$ cat config.mk
export PLATFORM = sky130hd
export DESIGN_NAME = vns_cell
export DESIGN_NICKNAME = d
export VERILOG_FILES = /design/src/sv/vns_pkg.sv /design/src/sv/vns_cell.sv
export SDC_FILE = /design/constraint.sdc
export NUM_CORES = 1
export LEC_CHECK = 0
export ABC_AREA = 1
export BUFFER_PORTS_ARGS = -buffer_cell sky130_fd_sc_hd__buf_2
export CAP_MARGIN = 15
export CORE_MARGIN = 5
export CORE_UTILIZATION = 40
export CTS_BUF_LIST = sky130_fd_sc_hd__clkbuf_16
export DETAILED_ROUTE_END_ITERATION = 8
export HOLD_SLACK_MARGIN = 0.15
export RECOVER_POWER = 100
export SLEW_MARGIN = 30
export SYNTH_ARGS = -nofsm -noshare
export SYNTH_HDL_FRONTEND = slang
export SYNTH_SLANG_ARGS = --single-unit
$ cat constraint.sdc
create_clock -name clk -period 15.55 [get_ports clk]
set_input_delay 3.11 -clock clk [delete_from_list [all_inputs] [get_ports clk]]
set_output_delay 3.11 -clock clk [all_outputs]
set_load 0.02 [all_outputs]
$ cat src/sv/vns_pkg.sv
// ----------------------------------------------------------------------------
// vns_pkg
// shared types and constants for the nearest-site pixel classifier
// ----------------------------------------------------------------------------
package vns_pkg;

	localparam int MAX_SITES    = 128;
	localparam int COORD_BITS   = 12;
	localparam int IDX_W        = (MAX_SITES > 1) ? $clog2(MAX_SITES) : 1;
	localparam int CNT_W        = $clog2(MAX_SITES + 1);
	localparam int SQ_W         = 2 * COORD_BITS;
	localparam int DIST_W       = 2 * COORD_BITS + 1;
	localparam int CHAN_W       = 8;
	localparam int COLOR_W      = 3 * CHAN_W;
	localparam int STATUS_W     = 3;
	localparam int SITE_INDEX_W = 7;
	localparam int REG_W        = 13;
	localparam int CFG_IDX_W    = 2;

	localparam logic [REG_W-1:0]   RESET_WIDTH  = REG_W'(800);
	localparam logic [REG_W-1:0]   RESET_HEIGHT = REG_W'(400);
	localparam logic [CHAN_W-1:0]  BG_LEVEL     = CHAN_W'(255);
	localparam logic [COLOR_W-1:0] BG_COLOR     = {BG_LEVEL, BG_LEVEL, BG_LEVEL};
	localparam logic [DIST_W-1:0]  DIST_MAX     = '1;

	typedef logic [IDX_W-1:0] idx_t;
	typedef logic [CNT_W-1:0] cnt_t;

	typedef enum logic {
		KIND_ADD      = 1'b0,
		KIND_CLASSIFY = 1'b1
	} kind_e;

	typedef enum logic [STATUS_W-1:0] {
		ST_CLASSIFIED = 3'd0,
		ST_ADDED      = 3'd1,
		ST_FULL       = 3'd2,
		ST_EMPTY      = 3'd3,
		ST_OUTSIDE    = 3'd4
	} status_e;

	typedef enum logic [CFG_IDX_W-1:0] {
		CFG_RASTER_WIDTH  = 2'd0,
		CFG_RASTER_HEIGHT = 2'd1
	} cfg_reg_e;

	// one transaction travelling down the cell row
	typedef struct packed {
		status_e                 status;
		cnt_t                    cnt;
		logic [COORD_BITS-1:0]   px;
		logic [COORD_BITS-1:0]   py;
		idx_t                    idx;
		logic [COLOR_W-1:0]      color;
		logic [DIST_W-1:0]       near_sq;
	} tok_t;

endpackage

$ cat src/sv/vns_cell.sv
// ----------------------------------------------------------------------------
// vns_cell
// one site cell: holds a site, squares the offsets, keeps the nearer site
// ----------------------------------------------------------------------------
module vns_cell (
	input  logic          clk,
	input  logic          arst_n,
	input  logic          en,
	input  vns_pkg::idx_t cell_id,
	input  logic          vld_in,
	input  vns_pkg::tok_t tok_in,
	output logic          vld_out,
	output vns_pkg::tok_t tok_out
);
	import vns_pkg::*;

	logic [COORD_BITS-1:0] site_x_q;
	logic [COORD_BITS-1:0] site_y_q;
	logic [COLOR_W-1:0]    site_color_q;

	logic [COORD_BITS-1:0] dx;
	logic [COORD_BITS-1:0] dy;
	logic                  wr_site;

	logic               vld_s1;
	tok_t               tok_s1;
	logic [SQ_W-1:0]    sq_x_s1;
	logic [SQ_W-1:0]    sq_y_s1;
	logic               hit_s1;
	logic [COLOR_W-1:0] col_s1;

	logic [DIST_W-1:0] dist_sum;
	tok_t              tok_upd;

	logic vld_s2;
	tok_t tok_s2;

	assign wr_site = en && vld_in && (tok_in.status == ST_ADDED) && (tok_in.idx == cell_id);
	assign dx = (tok_in.px > site_x_q) ? (tok_in.px - site_x_q) : (site_x_q - tok_in.px);
	assign dy = (tok_in.py > site_y_q) ? (tok_in.py - site_y_q) : (site_y_q - tok_in.py);

	always_ff @(posedge clk) begin
		if (wr_site) begin
			site_x_q     <= tok_in.px;
			site_y_q     <= tok_in.py;
			site_color_q <= tok_in.color;
		end
	end

	always_ff @(posedge clk or negedge arst_n) begin
		if (!arst_n) begin
			vld_s1 <= 1'b0;
			vld_s2 <= 1'b0;
		end else if (en) begin
			vld_s1 <= vld_in;
			vld_s2 <= vld_s1;
		end
	end

	always_ff @(posedge clk) begin
		if (en) begin
			tok_s1  <= tok_in;
			sq_x_s1 <= SQ_W'(dx) * SQ_W'(dx);
			sq_y_s1 <= SQ_W'(dy) * SQ_W'(dy);
			hit_s1  <= (tok_in.status == ST_CLASSIFIED) && (CNT_W'(cell_id) < tok_in.cnt);
			col_s1  <= site_color_q;
			tok_s2  <= tok_upd;
		end
	end

	always_comb begin
		dist_sum = DIST_W'(sq_x_s1) + DIST_W'(sq_y_s1);
		tok_upd  = tok_s1;
		if (hit_s1 && (dist_sum < tok_s1.near_sq)) begin
			tok_upd.near_sq = dist_sum;
			tok_upd.idx     = cell_id;
			tok_upd.color   = col_s1;
		end
	end

	assign vld_out = vld_s2;
	assign tok_out = tok_s2;

endmodule

Word-level counts from Yosys, hierarchy flattened
Index checks and enable logic that the tools add are counted. Widths: inputs -> output; s select.

Flip-flop bits (word level): 305.

Add/subtract/negate cells: 5. $mul: 2. $lt $le $gt $ge: 4. Equal/unequal tests: 2. Mux-type cells: 3. Reductions and logical operators: 6.

Operator list (number): $mux 56 (1); $mul 12x12->24 (2); $sub 12x12->12 (4); $add 24x24->25 (1); $lt 25x25->1 (1); $gt 12x12->1 (2); $mux 12 (2); $lt 7x8->1 (1); $eq 7x7->1 (1); $logic_and 1x1->1 (5); $eq 3x1->1 const B (1); $logic_not 3->1 (1).

Depth between registers and ports, before layout
Gate-level depths: netlist of run 1.

Word-level depth: 4. Gate-level depth with buffers: 36.

Worst setup path after synthesis of run 1
No wires, ideal clock.

Kind: input-to-reg. Start: input tok_in[68] (netlist name). End: register sq_x_s1[23], data pin. Setup time: 0.255 ns. Arrival time: 8.653 ns. Setup slack: 6.642 ns. Stages: 31. Buffers on the path: 1. Cell sequence: inv_1 ha_1 fa_1 inv_1 nand3_1 nand2_2 nand3_1 nand3_2 nand2_2 buf_6 o21ai_2 nand2_2 inv_1 nand2_1 fa_1 inv_1 fa_1 fa_1 fa_1 inv_1 fa_1 inv_1 ha_1 a21o_1 a21boi_0 nand2_1 nand2_1 nand2_1 nor2_1 o21bai_2 nand2_1.

Longest elaborated chain between the ends: 3.

Ends and longest elaborated chain: start, declared (line vns_cell.sv:11) `input vns_pkg::tok_t tok_in,`; $sub 12x12->12 or $gt 12x12->1 (tied branches) (line vns_cell.sv:39) `assign dx = (tok_in.px > site_x_q) ? (tok_in.px - site_x_q) : (site_x_q - tok_in.px);`; $mux 12 * (line vns_cell.sv:39); $mul 12x12->24 * (line vns_cell.sv:63) `sq_x_s1 <= SQ_W'(dx) * SQ_W'(dx);`; end signal, assigned (line vns_cell.sv:63); end, declared (line vns_cell.sv:27) `logic [SQ_W-1:0] sq_x_s1;`.

Every way passes the cells marked *; elsewhere a longest branch is shown, timed or not. A chain may end at the register's enable or synchronous reset.

Worst setup path in the final report of run 1
Start: input en. End: register tok_s2 (netlist bit tok_out[41]), enable pin.

RTL lines: start, declared (line vns_cell.sv:8) `input logic en,`; end signal, assigned (line vns_cell.sv:67) `tok_s2 <= tok_upd;`; end, declared (line vns_cell.sv:36) `tok_t tok_s2;`.

No word-level cell between the ends.

==> flow_summary.json, run 1 <==
{
  "status": "complete, but fails checks",
  "hold_path_startpoint": "tok_s1[70]",
  "clock_path_buffers": 3,
  "setup_violations": 0,
  "tritoncts": "yes",
  "dp.cells": 3425,
  "slew_headroom": -1.65,
  "wl_per_cell_um": 15.3,
  "fin_crit_sh": 0.696,
  "syn_area_per_cell_um2": 9.24,
  "synth.distinct_cells": 39,
  "r2r-start": "site_x_q[0]",
  "cts.sinks": 303,
  "hold_violations": 0,
  "floorplan.rows": 88,
  "drtIter0Drc": 841,
  "drtPass1Iterations": 7,
  "htreeDepth": 2,
  "start_util": 0.402,
  "rrSetupSlack_ns": 7.83,
  "wl_um": 53500,
  "hold_depth": 0,
  "die_w_um": 250,
  "final_common_cell": "nand2_1",
  "synth_cells": 2499,
  "drv_slew": 372,
  "fin_setup_tns_ns": 0,
  "cts_resized": 0,
  "die-area_mm2": 0.0626,
  "max_freq_ghz": 0.0924,
  "critical_path_class": "input port to flip-flop",
  "core_mm2": 0.0575,
  "violations": "max-capacitance violations, max-slew violations",
  "cts_hold_buf": 0,
  "hold_path.class": "flip-flop to flip-flop",
  "ys_seq_elements": 303,
  "crit_fanout": 71,
  "yosys_warnings": 0,
  "antenna_found_initial": 0,
  "syn_area_mm2": 0.0231,
  "hold_path_end": "tok_out[70]",
  "overflow": 0,
  "die-height_um": 250,
  "final_cell_mix": "nand2_1 (646), inv_1 (509), edfxtp_1 (301)",
  "rr_worst_depth": 26,
  "vias_per_cell": 4.72,
  "post-route-min-period_ns": 10.82,
  "fill_cells": 5700,
  "dp.final_hpwl_um": 42500,
  "post_cts_buffers": 0,
  "syn_nets": 2976,
  "path_clk_slew_ns": 0.06,
  "cp-start-kind": "input port",
  "grtUsageTotal": 0.170,
  "whs_ns": 0.408,
  "crit_arrival_ns": 10.92,
  "grt_max_degree": 72,
  "area_growth_pct": 11.1,
  "root_buffer": "clkbuf_16",
  "drc": 0,
  "dpl_worst_slack_ns": 5.33,
  "drive_gt1_frac": 0.0554,
  "layout.nets": 3174,
  "rsz0062_at_grt": "no",
  "cts_buffers": 35,
  "num_vias": 16500,
  "seq_area_frac_synth": 0.394,
  "cap_violations": 6,
  "port_buffers": 193,
  "setup_ws_ns": 4.73,
  "timing.rr.end": "sq_x_s1[16]",
  "grt_pass1_vias": 17000,
  "clk_latency_ns": 0.56,
  "grt_pass1_wl_um": 87700,
  "worstMarginPinSlew_ns": 3.98,
  "cp-end-kind": "flip-flop",
  "skew_ns": 0.0167,
  "ios": 194,
  "critPathRequiredTime_ns": 15.65,
  "antenna_left": 0,
  "fin_cells": 3491,
  "gp_congestion": 0.966
}
how the worst max path moves through the flow:
stage,end,depth (start not counted),slack [ns],startpoint
final,tok_out[41],3,4.73,en
after detailed placement,sq_x_s1[16],28,5.33,tok_in[68]
after CTS,sq_x_s1[16],28,5.91,tok_in[68]
after global routing,tok_out[41],3,3.84,en
after floorplan,sq_x_s1[23],31,6.64,tok_in[68]
after global placement,sq_x_s1[16],28,5.38,tok_in[68]
sequential cells by signal, indices dropped and copies added (netlist names):
register      flops
site_x_q         12
tok_s1           91
sq_x_s1          23
vld_s1            1
vld_out           1
hit_s1            1
sq_y_s1          23
tok_out          91
site_y_q         12
site_color_q     24
col_s1           24
synthesized netlist by cell type (all sizes together):
cell,n,share of area
edfxtp,301,0.39
nor4,3,0.00081
a211oi,4,0.0013
or2,4,0.0011
o22ai,1,0.00027
o21ai,49,0.011
dfrtp,2,0.0022
clkbuf,12,0.0020
a21oi,100,0.022
o21bai,12,0.0041
nor3b,2,0.00065
nand4,33,0.0089
xnor2,18,0.0068
xor2,57,0.022
a21o,7,0.0023
o21a,4,0.0013
fa,163,0.14
nor3,16,0.0035
nor2,203,0.038
a21boi,1,0.00033
o211ai,4,0.0013
nand3,86,0.019
inv,508,0.083
a31oi,6,0.0016
ha,212,0.11
buf,25,0.0088
nand2,666,0.11
final cells by class:
class | count | area [um^2] | area share
timing repair buffer | 198 | 795 | 0.0310
multi-input combinational | 1651 | 11800 | 0.461
clock buffer | 35 | 876 | 0.0341
clock inverter | 29 | 199 | 0.00775
inverter | 508 | 1910 | 0.0744
sequential | 303 | 9090 | 0.354
tap | 765 | 957 | 0.0373
antenna | 2 | 5.00 | 0.000195
metal layers:
layer | share of wire | track usage | up-vias
li1 | - | - | 8303
met1 | 0.46 | 0.227 | 7777
met2 | 0.48 | 0.292 | 328
met3 | 0.047 | 0.0296 | 62
met4 | 0.017 | 0.0357 | 0
met5 | 0 | 0 | -
worst max-delay path: stages:
cell and delay, ns:
clkbuf_1 2.71, clkbuf_1 2.58, clkbuf_1 2.29
through the flow:
step	util	cell area, um^2
after floorplan	-	23100
after global placement	0.432	24800
after detailed placement	0.432	24800
after CTS	0.451	25900
after global routing	0.446	25600
final	0.446	25700
cell families after synthesis:
family | count (synthesis) | synth area share
and+or+nand+nor | 1013 | 0.183
buffers and inverters | 545 | 0.0933
adders and majority gates | 375 | 0.256
DFF | 303 | 0.394
AOI/OAI and AO/OA | 188 | 0.0453
xor gates and xnor gates | 75 | 0.0285
Power of run 1 is not shown: default switching activity piles up to over one toggle a cycle in this logic, so the estimate is an artifact.
==> inputs of run 2 (changes only) <==
==> constraint.sdc (replaced) <==
create_clock -name clk -period 9.2 [get_ports clk]
set_input_delay 1.84 -clock clk [delete_from_list [all_inputs] [get_ports clk]]
set_output_delay 1.84 -clock clk [all_outputs]
set_load 0.02 [all_outputs]
==> run 2 against run 1 <==
  * The run still ends with max-capacitance violations, max-slew violations left
  * Critical endpoint is now sq_x_s1[19]
  * Flip-flop and latch count is the same
  * Wire length rose by 0.86%
  * Register-to-register slack got worse by 5.8 ns
  * Die area stayed put
==> flow_summary.json, run 2 (synthesized netlist as in run 1, its figures left out) <==
{
  "status": "complete, but fails checks",
  "violations": "max-capacitance violations, max-slew violations",
  "cts_resized": 0,
  "slowest_stage": "ha_1",
  "hold_path.class": "flip-flop to flip-flop",
  "final_cell_mix": "nand2_1 (647), inv_1 (499), edfxtp_1 (301)",
  "grt_pass1_vias": 17100,
  "clk_latency_ns": 0.56,
  "path_clk_slew_ns": 0.06,
  "port_buffers": 193,
  "area_growth_pct": 11.5,
  "dpl_worst_slack_ns": 0.664,
  "regArea_mm2": 0.00909,
  "cts_buffers": 36,
  "crit_fanout": 13,
  "cts.sinks": 303,
  "gp_congestion": 0.918,
  "antenna_left": 0,
  "skew_ns": 0.0255,
  "drtPass1Iterations": 5,
  "num_vias": 16800,
  "post-route-min-period_ns": 8.21,
  "floorplan.rows": 88,
  "critPathRequiredTime_ns": 9.50,
  "rsz0062_at_grt": "no",
  "post_cts_buffers": 0,
  "cp-start-kind": "input port",
  "layout.nets": 3181,
  "cp.buffers_inverters": 10,
  "multi_input_area_mm2": 0.0118,
  "drive_gt1_frac": 0.0593,
  "clock_path_buffers": 3,
  "fill_cells": 5653,
  "critical-path-top-delay-family": "adder cells",
  "wl_um": 54000,
  "setup_ws_ns": 0.991,
  "tritoncts": "yes",
  "max_freq_ghz": 0.122,
  "cp-end-kind": "flip-flop",
  "crit_top_cell": "inv_1",
  "grtUsageTotal": 0.171,
  "overflow": 0,
  "antenna_found_initial": 0,
  "wl_met3_um": 2770,
  "slew_headroom": -1.94,
  "wirelength_met1_um": 24000,
  "root_buffer": "clkbuf_16",
  "cap_violations": 6,
  "htreeDepth": 2,
  "ios": 194,
  "core_mm2": 0.0575,
  "dr_wl_met2_um": 25800,
  "setup_violations": 0,
  "wl_per_cell_um": 15.4,
  "drc": 0,
  "start_util": 0.402,
  "fin_crit_sh": 0.892,
  "critical_path_class": "input port to flip-flop",
  "die_w_um": 250,
  "fin_setup_tns_ns": 0,
  "hold_violations": 0,
  "grt_pass1_wl_um": 88200,
  "vias_per_cell": 4.79,
  "drv_slew": 372,
  "drtIter0Drc": 872,
  "max_stage_delay_ns": 0.59,
  "dp.final_hpwl_um": 43100,
  "cts_hold_buf": 0,
  "die-height_um": 250,
  "worstMarginPinSlew_ns": 4.41,
  "crit_arrival_ns": 8.51,
  "grt_max_degree": 86,
  "dr.max_layer_used": "met4",
  "final_common_cell": "nand2_1",
  "die-area_mm2": 0.0626
}
-- run 2: cell count changes in the layout (fill, tap and decap cells not counted), moves of 3 or more --
| cell | previous run | this run |
|---|---|---|
| buf_4 | 0 | 6 |
| inv_1 | 509 | 499 |
| clkinv_1 | 8 | 11 |
| inv_2 | 6 | 9 |
-- run 2: path summary, 6_finish.rpt --
| kind | from | end | slack, ns | cells after the start |
|---|---|---|---|---|
| hold reg to reg | site_color_q[3] | col_s1[3] | 0.41 | 0 |
| hold / removal | site_color_q[3] | col_s1[3] | 0.41 | 0 |
| setup / recovery | tok_in[68] | sq_x_s1[19] | 0.99 | 29 |
| setup reg to reg | site_x_q[0] | sq_x_s1[19] | 2.08 | 27 |
| max in group asynchronous | arst_n | vld_s1 | 7.97 | 1 |
| min in group asynchronous | arst_n | vld_out | 1.08 | 1 |
-- run 2: area by class of cell --
class / instances / share of cell area
Timing Repair Buffer: 204 / 0.0326
Multi-Input combinational cell: 1651 / 0.459
Clock inverter: 28 / 0.00879
Inverter: 508 / 0.0741
Antenna cell: 3 / 0.000292
Sequential cell: 303 / 0.353
Tap cell: 765 / 0.0372
Clock buffer: 36 / 0.0350
-- run 2: per-stage QoR --
step	utilization	instances	cell area [um^2]	hold WS, ns
2_1_floorplan	-	2499	23100	0.400
3_3_place_gp	0.433	3431	24900	0.400
3_5_place_dp	0.433	3431	24900	0.405
4_1_cts	0.452	3495	26000	0.418
5_1_grt	0.448	3495	25700	0.416
6_report	0.448	3498	25800	0.413
-- run 2: metal layers --
layer	vias up	track usage
li1	8331	-
met1	7917	0.230
met2	427	0.294
met4	0	0.0455
met3	88	0.0240
met5	-	0
-- run 2: worst reg2reg max path, delay by kind of cell (launching register included) --
kind,cells,cell delay (ns)
buf+inv,8,0.90
compound gates,2,0.41
xor+xnor,1,0.14
flops,1,0.40
simple gates,9,1.49
fa+ha+maj,7,3.53
Power of run 2 is left out for the same reason.
